## src/rtl/blsp_pkg.sv

```systemverilog
// Shared constants, types and codes of the bounded LIFO stack with peek.
`timescale 1ns / 1ps
`default_nettype none
package blsp_pkg;

  localparam int DEPTH  = 64;
  localparam int ADDR_W = (DEPTH > 1) ? $clog2(DEPTH) : 1;
  localparam int CNT_W  = 7;
  localparam int CAP_W  = 7;
  localparam int DATA_W = 8;
  localparam int APB_AW = 3;
  localparam int APB_DW = 32;

  localparam logic [CNT_W-1:0] DEPTH_CNT = CNT_W'(DEPTH);
  localparam logic [CAP_W-1:0] CAP_RESET = (DEPTH < 64) ? CAP_W'(DEPTH) : CAP_W'(64);

  // Register index taken from the word address.
  localparam logic REG_CAPACITY = 1'b0;

  typedef enum logic [1:0] {
    OP_PUSH = 2'd0,
    OP_POP  = 2'd1,
    OP_PEEK = 2'd2,
    OP_NOP  = 2'd3
  } op_t;

  typedef enum logic [1:0] {
    ST_OK        = 2'd0,
    ST_OVERFLOW  = 2'd1,
    ST_UNDERFLOW = 2'd2,
    ST_BADPOS    = 2'd3
  } status_t;

  typedef enum logic {
    S_IDLE = 1'b0,
    S_EXEC = 1'b1
  } state_t;

  // Commands from the controller to the datapath.
  typedef struct packed {
    logic accept;
    logic load_out;
  } cmd_t;

endpackage
`default_nettype wire

```

## src/rtl/blsp_if.sv

```systemverilog
// Request and result channel interfaces of the stack.
`timescale 1ns / 1ps
`default_nettype none
interface blsp_in_if;
  logic       valid;
  logic       ready;
  logic [1:0] op;
  logic [7:0] value;
  logic [6:0] position;

  modport source (output valid, output op, output value, output position, input ready);
  modport sink   (input valid, input op, input value, input position, output ready);
endinterface

interface blsp_out_if;
  logic       valid;
  logic       ready;
  logic [7:0] read_data;
  logic [1:0] status;
  logic       is_empty;
  logic       is_full;

  modport source (output valid, output read_data, output status, output is_empty,
                  output is_full, input ready);
  modport sink   (input valid, input read_data, input status, input is_empty,
                  input is_full, output ready);
endinterface
`default_nettype wire

```

## src/rtl/blsp_ctrl.sv

```systemverilog
// Controller state machine: sequences a request through the stack datapath.
`timescale 1ns / 1ps
`default_nettype none
module blsp_ctrl (
  input  wire logic          clk,
  input  wire logic          rst_n,
  input  wire logic          in_valid,
  output logic               in_ready,
  output logic               out_valid,
  input  wire logic          out_ready,
  output blsp_pkg::cmd_t     cmd
);

  blsp_pkg::state_t state_r, state_nxt;
  logic             out_valid_r, out_valid_nxt;

  always_ff @(posedge clk) begin
    if (!rst_n) begin
      state_r     <= blsp_pkg::S_IDLE;
      out_valid_r <= 1'b0;
    end else begin
      state_r     <= state_nxt;
      out_valid_r <= out_valid_nxt;
    end
  end

  always_comb begin
    logic out_free;
    out_free      = !out_valid_r || out_ready;
    state_nxt     = state_r;
    out_valid_nxt = out_valid_r && !out_ready;
    in_ready      = 1'b0;
    cmd           = '0;
    case (state_r)
      blsp_pkg::S_IDLE: begin
        // No request is taken while reset is held.
        in_ready   = rst_n;
        cmd.accept = in_valid && rst_n;
        if (in_valid && rst_n) begin
          state_nxt = blsp_pkg::S_EXEC;
        end
      end
      blsp_pkg::S_EXEC: begin
        // The result leaves for the output register once it is free.
        if (out_free) begin
          cmd.load_out  = 1'b1;
          out_valid_nxt = 1'b1;
          state_nxt     = blsp_pkg::S_IDLE;
        end
      end
      default: begin
        state_nxt = blsp_pkg::S_IDLE;
      end
    endcase
  end

  assign out_valid = out_valid_r;

endmodule
`default_nettype wire

```

## src/rtl/blsp_dpath.sv

```systemverilog
// Stack datapath: entry memory, entry count, result registers.
`timescale 1ns / 1ps
`default_nettype none
module blsp_dpath (
  input  wire logic                         clk,
  input  wire logic                         rst_n,
  input  wire blsp_pkg::cmd_t               cmd,
  input  wire logic [1:0]                   op,
  input  wire logic [blsp_pkg::DATA_W-1:0]  value,
  input  wire logic [6:0]                   position,
  input  wire logic [blsp_pkg::CAP_W-1:0]   capacity,
  output logic      [blsp_pkg::DATA_W-1:0]  read_data,
  output logic      [1:0]                   status,
  output logic                              is_empty,
  output logic                              is_full
);

  logic [blsp_pkg::DATA_W-1:0] mem [blsp_pkg::DEPTH];
  logic [blsp_pkg::DATA_W-1:0] mem_rdata_r;

  logic [blsp_pkg::CNT_W-1:0]  count_r, count_nxt;

  // Per-request results carried from the access cycle to the output load.
  logic                        rd_use_r;
  blsp_pkg::status_t           status_r;
  logic                        empty_r, full_r;

  logic [blsp_pkg::DATA_W-1:0] read_data_r;
  logic [1:0]                  status_out_r;
  logic                        is_empty_r, is_full_r;

  logic [blsp_pkg::CNT_W-1:0]  cap_eff;
  logic                        we, re, rd_use;
  logic [blsp_pkg::ADDR_W-1:0] waddr, raddr;
  logic [blsp_pkg::CNT_W-1:0]  peek_idx;
  blsp_pkg::status_t           status_c;

  always_comb begin
    logic [blsp_pkg::CNT_W-1:0] cap_ext;
    cap_ext = blsp_pkg::CNT_W'(capacity);
    cap_eff = (cap_ext > blsp_pkg::DEPTH_CNT) ? blsp_pkg::DEPTH_CNT : cap_ext;
  end

  always_comb begin
    count_nxt = count_r;
    we        = 1'b0;
    re        = 1'b0;
    rd_use    = 1'b0;
    status_c  = blsp_pkg::ST_OK;
    peek_idx  = count_r - blsp_pkg::CNT_W'(position);
    waddr     = count_r[blsp_pkg::ADDR_W-1:0];
    raddr     = peek_idx[blsp_pkg::ADDR_W-1:0];
    case (blsp_pkg::op_t'(op))
      blsp_pkg::OP_PUSH: begin
        if (count_r >= cap_eff) begin
          status_c = blsp_pkg::ST_OVERFLOW;
        end else begin
          we        = 1'b1;
          count_nxt = count_r + 1'b1;
        end
      end
      blsp_pkg::OP_POP: begin
        if (count_r == '0) begin
          status_c = blsp_pkg::ST_UNDERFLOW;
        end else begin
          re        = 1'b1;
          rd_use    = 1'b1;
          count_nxt = count_r - 1'b1;
          raddr     = count_nxt[blsp_pkg::ADDR_W-1:0];
        end
      end
      blsp_pkg::OP_PEEK: begin
        if (position == '0 || blsp_pkg::CNT_W'(position) > count_r) begin
          status_c = blsp_pkg::ST_BADPOS;
        end else begin
          re     = 1'b1;
          rd_use = 1'b1;
        end
      end
      default: begin
      end
    endcase
  end

  // Entry memory: one write port, one registered read port.
  always_ff @(posedge clk) begin
    if (cmd.accept && we) begin
      mem[waddr] <= value;
    end
    if (cmd.accept && re) begin
      mem_rdata_r <= mem[raddr];
    end
  end

  always_ff @(posedge clk) begin
    if (!rst_n) begin
      count_r <= '0;
    end else if (cmd.accept) begin
      count_r <= count_nxt;
    end
  end

  always_ff @(posedge clk) begin
    if (cmd.accept) begin
      rd_use_r <= rd_use;
      status_r <= status_c;
      empty_r  <= (count_nxt == '0);
      full_r   <= (count_nxt >= cap_eff);
    end
    if (cmd.load_out) begin
      read_data_r  <= rd_use_r ? mem_rdata_r : '0;
      status_out_r <= status_r;
      is_empty_r   <= empty_r;
      is_full_r    <= full_r;
    end
  end

  assign read_data = read_data_r;
  assign status    = status_out_r;
  assign is_empty  = is_empty_r;
  assign is_full   = is_full_r;

endmodule
`default_nettype wire

```

## src/rtl/bounded_lifo_stack_with_peek.sv

```systemverilog
// Top level of the bounded LIFO stack of bytes with peek at a depth.
//
// Requests arrive on in_ch (op, value, position) and each yields exactly one
// result on out_ch (read_data, status, is_empty, is_full); both channels use
// a valid/ready handshake and a request moves when valid and ready are high.
// A request moves as follows: the accepting edge updates the entry count,
// writes a pushed byte and reads the entry memory through its single
// registered read port; then, once the output register is free, the
// result is loaded into it. in_ch.ready stays low until that load, so a
// new request is taken only after the last one reached the output register.
// The output register lets the next request be accepted while the previous
// result still waits; if the receiver keeps stalling, that second request
// holds in the datapath and in_ch.ready stays low until the output frees.
// The capacity register sits at byte address 0 of the APB-style port; the
// user must write it only while the block is idle; the block does not
// enforce it. Values above the built depth act as the depth. Synchronous
// reset empties the stack, drops any pending result and sets capacity to
// 64; the entry memory is not cleared, as only pushed entries are ever read.
`timescale 1ns / 1ps
`default_nettype none
module bounded_lifo_stack_with_peek (
  input  wire logic                         clk,
  input  wire logic                         rst_n,
  blsp_in_if.sink                           in_ch,
  blsp_out_if.source                        out_ch,
  input  wire logic                         psel,
  input  wire logic                         penable,
  input  wire logic                         pwrite,
  input  wire logic [blsp_pkg::APB_AW-1:0]  paddr,
  input  wire logic [blsp_pkg::APB_DW-1:0]  pwdata,
  output logic      [blsp_pkg::APB_DW-1:0]  prdata,
  output logic                              pready
);

  blsp_pkg::cmd_t              cmd;
  logic [blsp_pkg::CAP_W-1:0]  capacity_r;
  logic                        reg_sel;

  // Word index of the register: the address bit above the byte offset.
  assign reg_sel = paddr[2];
  assign pready  = 1'b1;

  // Capacity register: written in the access phase of an APB write.
  always_ff @(posedge clk) begin
    if (!rst_n) begin
      capacity_r <= blsp_pkg::CAP_RESET;
    end else if (psel && penable && pwrite && pready && reg_sel == blsp_pkg::REG_CAPACITY) begin
      capacity_r <= pwdata[blsp_pkg::CAP_W-1:0];
    end
  end

  always_comb begin
    prdata = '0;
    if (reg_sel == blsp_pkg::REG_CAPACITY) begin
      prdata = blsp_pkg::APB_DW'(capacity_r);
    end
  end

  // The controller decides when a request is taken and when its result
  // moves into the output register.
  blsp_ctrl u_ctrl (
    .clk       (clk),
    .rst_n     (rst_n),
    .in_valid  (in_ch.valid),
    .in_ready  (in_ch.ready),
    .out_valid (out_ch.valid),
    .out_ready (out_ch.ready),
    .cmd       (cmd)
  );

  // The datapath holds the entries, the count and the result registers.
  blsp_dpath u_dpath (
    .clk       (clk),
    .rst_n     (rst_n),
    .cmd       (cmd),
    .op        (in_ch.op),
    .value     (in_ch.value),
    .position  (in_ch.position),
    .capacity  (capacity_r),
    .read_data (out_ch.read_data),
    .status    (out_ch.status),
    .is_empty  (out_ch.is_empty),
    .is_full   (out_ch.is_full)
  );

endmodule
`default_nettype wire

```

## src/flat_wrapper.sv

```systemverilog
// flat-port wrapper written by rule: the top's interface ports become plain ports
module bounded_lifo_stack_with_peek_flat 
  (clk, rst_n, psel, penable, pwrite, paddr, pwdata, prdata, pready, in_ch_valid, in_ch_op, in_ch_value, in_ch_position, in_ch_ready, out_ch_valid, out_ch_read_data, out_ch_status, out_ch_is_empty, out_ch_is_full, out_ch_ready);
  blsp_in_if in_ch_i ();
  blsp_out_if out_ch_i ();
  input  wire logic clk;
  input  wire logic rst_n;
  input  wire logic psel;
  input  wire logic penable;
  input  wire logic pwrite;
  input  wire logic [blsp_pkg::APB_AW-1:0] paddr;
  input  wire logic [blsp_pkg::APB_DW-1:0] pwdata;
  output logic      [blsp_pkg::APB_DW-1:0] prdata;
  output logic pready;
  input wire logic [$bits(in_ch_i.valid)-1:0] in_ch_valid;
  input wire logic [$bits(in_ch_i.op)-1:0] in_ch_op;
  input wire logic [$bits(in_ch_i.value)-1:0] in_ch_value;
  input wire logic [$bits(in_ch_i.position)-1:0] in_ch_position;
  output wire logic [$bits(in_ch_i.ready)-1:0] in_ch_ready;
  output wire logic [$bits(out_ch_i.valid)-1:0] out_ch_valid;
  output wire logic [$bits(out_ch_i.read_data)-1:0] out_ch_read_data;
  output wire logic [$bits(out_ch_i.status)-1:0] out_ch_status;
  output wire logic [$bits(out_ch_i.is_empty)-1:0] out_ch_is_empty;
  output wire logic [$bits(out_ch_i.is_full)-1:0] out_ch_is_full;
  input wire logic [$bits(out_ch_i.ready)-1:0] out_ch_ready;
  assign in_ch_i.valid = in_ch_valid;
  assign in_ch_i.op = in_ch_op;
  assign in_ch_i.value = in_ch_value;
  assign in_ch_i.position = in_ch_position;
  assign in_ch_ready = in_ch_i.ready;
  assign out_ch_valid = out_ch_i.valid;
  assign out_ch_read_data = out_ch_i.read_data;
  assign out_ch_status = out_ch_i.status;
  assign out_ch_is_empty = out_ch_i.is_empty;
  assign out_ch_is_full = out_ch_i.is_full;
  assign out_ch_i.ready = out_ch_ready;
  bounded_lifo_stack_with_peek u_core (.clk(clk), .rst_n(rst_n), .in_ch(in_ch_i), .out_ch(out_ch_i), .psel(psel), .penable(penable), .pwrite(pwrite), .paddr(paddr), .pwdata(pwdata), .prdata(prdata), .pready(pready));
endmodule
```

## config.mk

```make
export PLATFORM = sky130hd
export DESIGN_NAME = bounded_lifo_stack_with_peek_flat
export DESIGN_NICKNAME = d
export VERILOG_FILES = /design/src/rtl/blsp_pkg.sv /design/src/rtl/blsp_if.sv /design/src/rtl/blsp_ctrl.sv /design/src/rtl/blsp_dpath.sv /design/src/rtl/bounded_lifo_stack_with_peek.sv /design/src/flat_wrapper.sv
export SDC_FILE = /design/constraint.sdc
export NUM_CORES = 1
export LEC_CHECK = 0
export BUFFER_PORTS_ARGS = -buffer_cell sky130_fd_sc_hd__buf_2
export CAP_MARGIN = 0
export CORE_ASPECT_RATIO = 0.75
export CORE_MARGIN = 2
export CORE_UTILIZATION = 47
export CTS_BUF_LIST = sky130_fd_sc_hd__clkbuf_8 sky130_fd_sc_hd__clkbuf_16
export DETAILED_ROUTE_END_ITERATION = 8
export GPL_ROUTABILITY_DRIVEN = 0
export GPL_TIMING_DRIVEN = 0
export PLACE_DENSITY_LB_ADDON = 0.12
export SLEW_MARGIN = 15
export SYNTH_ARGS = -nofsm -noshare
export SYNTH_HDL_FRONTEND = slang
export SYNTH_SLANG_ARGS = --single-unit
```

## constraint.sdc

```tcl
create_clock -name clk -period 6.9 [get_ports clk]
set_input_delay 0 -clock clk [delete_from_list [all_inputs] [get_ports clk]]
set_output_delay 0 -clock clk [all_outputs]
set_load 0.05 [all_outputs]
```

# Word-level counts from Yosys, hierarchy flattened
# Memories as Yosys holds them, arrays and structs flattened. A register that Yosys moved wholly into a read port is not among the register bits.
# Index checks and enable logic that the tools add are counted.
[word_totals]
reg_bits = 33
ramBits = 512
in_bits = 59
wordCells = 66
mem_count = 1
[memory_table]
columns = ["name", "words", "width", "rd", "rd_clocked_by_memory_dff", "write_ports", "line_no", "source"]
rows = [
  ["u_core.u_dpath.mem", 64, 8, 1, 1, 1, "blsp_dpath.sv:18", "logic [blsp_pkg::DATA_W-1:0] mem [blsp_pkg::DEPTH];"],
]
[classes]
add_sub_neg = 3
order_cmp = 4
eq_ne = 2
mux = 27
n_bitwise = 2
reduce_logical = 15
[op_table]
columns = ["operator", "count"]
rows = [
  ["7-bit 2-to-1 mux", 4],
  ["7-bit zero test", 3],
  ["1-bit 2-to-1 mux", 15],
  ["7-bit greater-or-equal comparator", 2],
  ["7-bit case mux with 2 select lines", 1],
  ["6-bit 2-to-1 mux", 2],
  ["7-bit by 1-bit adder with 7-bit output, second input constant", 1],
  ["7-bit > comparator", 1],
  ["7-bit > comparator, second input constant", 1],
  ["1-bit logical AND", 7],
  ["7-bit by 1-bit subtractor with 7-bit output, second input constant", 1],
  ["2-bit case mux with 3 select lines", 1],
  ["6-bit subtractor", 1],
  ["2-bit 2-to-1 mux", 2],
  ["1-bit case mux with 2 select lines", 2],
  ["2-bit by 1-bit == test with 1-bit output, second input constant", 1],
  ["2-bit == test, second input constant", 1],
  ["1-bit zero test", 2],
  ["2-bit zero test", 1],
  ["1-bit logical OR", 2],
  ["1-bit inverter", 2],
]

# Logic depth before layout (Yosys ltp)
[logic_depth]
depth_word = 8
depth_mapped = 19
ltp_nobuf = 18

# Cells and area by module
# From an unflattened synthesis, not the netlist that was laid out.
[unflattened]
hier_cells = 1841
area_unflattened_um2 = 23701.5
[by_module_without_submodules]
columns = ["mod", "n_inst", "cells_each", "area_each_um2"]
rows = [
  ["blsp_dpath", 1, 1764, 23049.6],
  ["bounded_lifo_stack_with_peek", 1, 66, 556.8],
  ["blsp_ctrl", 1, 11, 95.1],
]

# Least setup slack after synthesis
# No wires, ideal clock.
[synth_path]
kind = "register to register"
start = "register u_core.u_dpath.count_r[0] (netlist name)"
end = "register u_core.u_dpath.full_r, data pin"
setup_time_ps = 254
t_arrival_ps = 3704
required_time_ps = 6646
path_slack_ps = 2942
stages_incl_launch_ff = 19
n_path_buf = 1
period_less_slack_ps = 3958
cell_sequence = "dfxtp_1 clkbuf_1 inv_1 ha_1 nand2b_1 a21o_1 a21oi_1 o211ai_1 inv_1 o31ai_1 ha_1 nand2b_1 a21o_1 a21oi_1 nor2_1 a21oi_1 o21ai_0 maj3_1 a21o_1"
[synth_via]
elab_chain_cells = 4
word_cells_on_any_way = 8
[synth_rtl]
columns = ["item", "line_no", "source"]
rows = [
  ["start: declaration", "blsp_dpath.sv:21", "logic [blsp_pkg::CNT_W-1:0] count_r, count_nxt;"],
  ["start signal: assignment", "blsp_dpath.sv:99", "count_r <= count_nxt;"],
  ["7-bit by 1-bit subtractor with 7-bit output, or another cell as far along", "blsp_dpath.sv:68", "count_nxt = count_r - 1'b1;"],
  ["7-bit 2-to-1 mux, on equally long branches", "blsp_dpath.sv:63, blsp_dpath.sv:55", ""],
  ["7-bit case mux with 2 select lines *", "blsp_dpath.sv:53", "case (blsp_pkg::op_t'(op))"],
  ["7-bit greater-or-equal comparator *", "blsp_dpath.sv:108", "full_r <= (count_nxt >= cap_eff);"],
  ["end signal: assignment", "blsp_dpath.sv:108", ""],
  ["end: declaration", "blsp_dpath.sv:26", "logic empty_r, full_r;"],
]
# Every way passes the cells marked *; elsewhere a longest branch is shown, timed or not.
# A chain may end at the register's enable or synchronous reset.

# Worst setup path in the final report
[layout_path]
start = "register u_core.u_dpath.count_r[0] (netlist name)"
end = "register u_core.u_dpath.mem_rdata_r[6] (netlist name) (read register of u_core.u_dpath.mem), data pin"
[layout_via]
elab_chain_cells = 5
word_cells_on_any_way = 11
[layout_rtl]
columns = ["item", "line_no", "source"]
rows = [
  ["7-bit > comparator", "blsp_dpath.sv:73", "if (position == '0 || blsp_pkg::CNT_W'(position) > count_r) begin"],
  ["1-bit logical OR", "blsp_dpath.sv:73", ""],
  ["1-bit 2-to-1 mux", "blsp_dpath.sv:73", ""],
  ["1-bit case mux with 2 select lines", "blsp_dpath.sv:53", ""],
  ["1-bit logical AND", "blsp_dpath.sv:90", "if (cmd.accept && re) begin"],
  ["end: declaration", "blsp_dpath.sv:19", "logic [blsp_pkg::DATA_W-1:0] mem_rdata_r;"],
]
# Several ways; a longest one is shown, not always the timed one.

==> flow_summary.ini <==
[worst_setup_path]
worstSetupPathType = flip-flop to flip-flop
r2r_end = u_core.u_dpath.mem_rdata_r[6]
arrival_ps = 5780
worst-path-max-fanout = 10
r2r-start = u_core.u_dpath.count_r[0]
ff2ff_setup_slack_ps = 1460
crit_path_start_kind = flip-flop
required_ps = 7250
cp-end-kind = flip-flop
r2r_cells = 14

[sta]
min_period_ps = 5437
hold_slack_ps = -15.89
fmax_mhz = 183.9
slew-limit-headroom = 0.2213
finalSetupViolCount = 0
finalMaxSlewViolations = 0
setup_tns_ps = 0
tightest_slew_ps = 1168
grt_setup_unrepaired = no
hold_viol = 37
finalCritPeriodShare = 0.7879
fin_worst_skew_ps = 22.03

[finish]
fin_area_um2 = 26660
n_antenna_cell = 0
syn_to_final_growth_pct = 13.69
nets = 1971
nFillCells = 4041
drive_above_1_share = 0.1371

[drt]
wl_per_cell_um = 24.53
wl_um = 62980
drc = 0
drt_first_pass_iters = 6
drt_iter0_drc = 1772
num_vias = 14820
ant_nets = 0
avgViaCountPerCell = 5.772

[cts]
clkTransAtPathRegs_ps = 60
clkLatencyLatePin_ps = 620
cts_root_buffer = clkbuf_16
cts_sinks = 553
cts_inserted_buffers = 54
ctsLongestPathBuffers = 3
h-tree-depth = 2
cts_tree = built

[worst_hold_path]
min_path_cells = 1
hold-path-endpoint = u_core.u_dpath.mem[4][5]
hp-class = input pin to flip-flop
worstHoldStart = in_ch_value[5]

[logic_synthesis]
ys_types = 60
yosys.area.top_type_share = 0.6877
synth_edf_count = 537
synth-seq-cells = 553
synth_async_sr_flop_share = 0
synth_ff_type = edfxtp_1
ys_top_cells_by_area = edfxtp_1 (69%), nand2_1 (5.1%), mux2i_1 (3.0%)
yosys_warnings = 0
yosysMostFrequentCell = edfxtp_1
synth_seq_area_share = 0.7013
synth.cell_area_um2 = 23450
synth_cells = 1724
yosysTopAreaCell = edfxtp_1
synth_common_cells = edfxtp_1 (537), nand2_1 (317), nor2b_1 (85), nor2_1 (80), mux2i_1 (71)
syn_avg_cell_area_um2 = 13.60

[floorplan]
coreArea_um2 = 49050
io_pins = 106
die_area_um2 = 51710
initial_utilization = 0.4781
die_w_um = 261.9
die_y_um = 197.4
num_rows = 70

[place]
port-buffer-count = 52
place_hpwl_um = 42200
post_dp_cell_area_um2 = 24690

[grt]
grt_usage = 0.2459
grt_pass1_vias = 13910
grt_pass1_wl_um = 92290
grt_overflow = 0
grt_max_degree = 65
grt_antenna_before_repair = 1

[power_and_ir_drop]
p_leak_nw = 9.268
power.share.sequential = 0.445
netSwitchingPower_mw = 2.427
p_int_mw = 5.913
swShare = 0.2910
p_comb_frac = 0.199
ir_drop_v = 0.0001754
power_density_nw_per_um2 = 312.8
p_clk_frac = 0.356

[run_status]
violations = hold timing
status = complete, but fails checks

[flow_run]
maxCapViolations = 0
==> what timing repair did <==
| action | in CTS | in global routing |
|---|---|---|
| hold buffers | 22 | 0 |
| hold endpoints to repair | 46 | 0 |
| buffers inserted | 0 | 0 |
| resized for setup | 0 | 0 |
| setup endpoints to repair | 0 | 0 |
==> flip-flops by register name (all words and copies together), names as in the netlist, 2 cells and up <==
| name | count |
|---|---|
| u_core.capacity_r | 7 |
| u_core.u_dpath.mem_rdata_r | 8 |
| u_core.u_dpath.status | 2 |
| u_core.u_dpath.count_r | 7 |
| u_core.u_dpath.read_data | 8 |
| u_core.u_dpath.mem | 512 |
| u_core.u_dpath.status_r | 2 |
==> through the flow <==
step           power, mW    util  hold WS [ps]  std cells  worst slack, ps
2_1_floorplan      4.776       -         98.87       1748             2942
3_3_place_gp       5.376  0.5018         239.4       2448             1671
3_5_place_dp       5.394  0.5033         237.6       2451             1665
4_1_cts            8.332  0.5434         8.556       2567             1661
5_1_grt            8.602  0.5435         4.669       2567             1354
6_report           8.340  0.5435        -15.89       2567             1463
==> per-layer routing <==
| metal | part of all wire | track usage | up-vias |
|---|---|---|---|
| met1 | 0.46 | 0.3850 | 7345 |
| met3 | 0.095 | 0.05556 | 92 |
| met5 | 0 | 0 | - |
| met4 | 0.021 | 0.05817 | 0 |
| li1 | - | - | 6744 |
| met2 | 0.42 | 0.3464 | 635 |
==> worst max path at each step <==
stage | slack, ps | from | depth (start not counted) | end
after CTS | 1660 | u_core.u_dpath.count_r[0] | 14 | u_core.u_dpath.mem_rdata_r[6]
after detailed placement | 1670 | u_core.u_dpath.count_r[0] | 14 | u_core.u_dpath.mem_rdata_r[6]
final | 1460 | u_core.u_dpath.count_r[0] | 14 | u_core.u_dpath.mem_rdata_r[6]
after global routing | 1350 | u_core.u_dpath.count_r[0] | 16 | u_core.u_dpath.mem_rdata_r[1]
after global placement | 1670 | u_core.u_dpath.count_r[0] | 14 | u_core.u_dpath.mem_rdata_r[6]
after floorplan | 2940 | u_core.u_dpath.count_r[0] | 18 | u_core.u_dpath.full_r
==> area by class of cell <==
| class | count | area [µm²] | area share |
|---|---|---|---|
| clock inverter | 39 | 370.4 | 0.01389 |
| clock buffer | 55 | 1376 | 0.05163 |
| timing repair buffer | 77 | 548.0 | 0.02056 |
| buffer | 126 | 691.9 | 0.02596 |
| inverter | 27 | 101.3 | 0.003802 |
| multi-input combinational | 1042 | 6314 | 0.2368 |
| sequential | 553 | 16450 | 0.6169 |
| tap | 648 | 810.8 | 0.03041 |
==> logic make-up (layout without fill, tap and decap cells) <==
kind of cell / after synthesis / in the layout / share of synthesized area
compound gates: 307 / 307 / 0.09199
xor+xnor: 6 / 6 / 0.002241
fa+ha+maj: 32 / 32 / 0.01729
buf+inv: 153 / 324 / 0.03383
flops: 553 / 553 / 0.7014
mux: 103 / 103 / 0.04568
other cells: 2 / 26 / 0.0003203
simple gates: 568 / 568 / 0.1073
==> critical path, cell delays in order, from the launching register on <==
cell      delay, ps
dfxtp_1         360
clkbuf_1        270
inv_1           320
ha_1            300
or3b_1          350
buf_2           170
o41a_1          310
buf_4           200
a22oi_4         490
buf_2           460
buf_2           410
a31oi_1         190
a221oi_1        690
o22ai_1         280
a221o_1         340
==> power by group through the flow <==
stage	registers (mW)	clock network (mW)	logic [mW]
2_1_floorplan	3.79	0	0.985
3_3_place_gp	3.78	0	1.59
3_5_place_dp	3.78	0	1.61
4_1_cts	3.71	3.00	1.62
5_1_grt	3.71	3.12	1.77
6_report	3.71	2.97	1.66
==> cells in the final DEF, fill, tap and decap left out, types with 33 or more instances in the layout <==
cell       instances
a211oi_1          65
a31oi_1           66
buf_2            100
buf_4             42
clkbuf_16         55
edfxtp_1         537
inv_1             33
mux2i_1           71
nand2_1          317
nand3_1           51
nor2_1            80
nor2b_1           84
o21ai_0           46
Power figures use the tool's default switching activity.
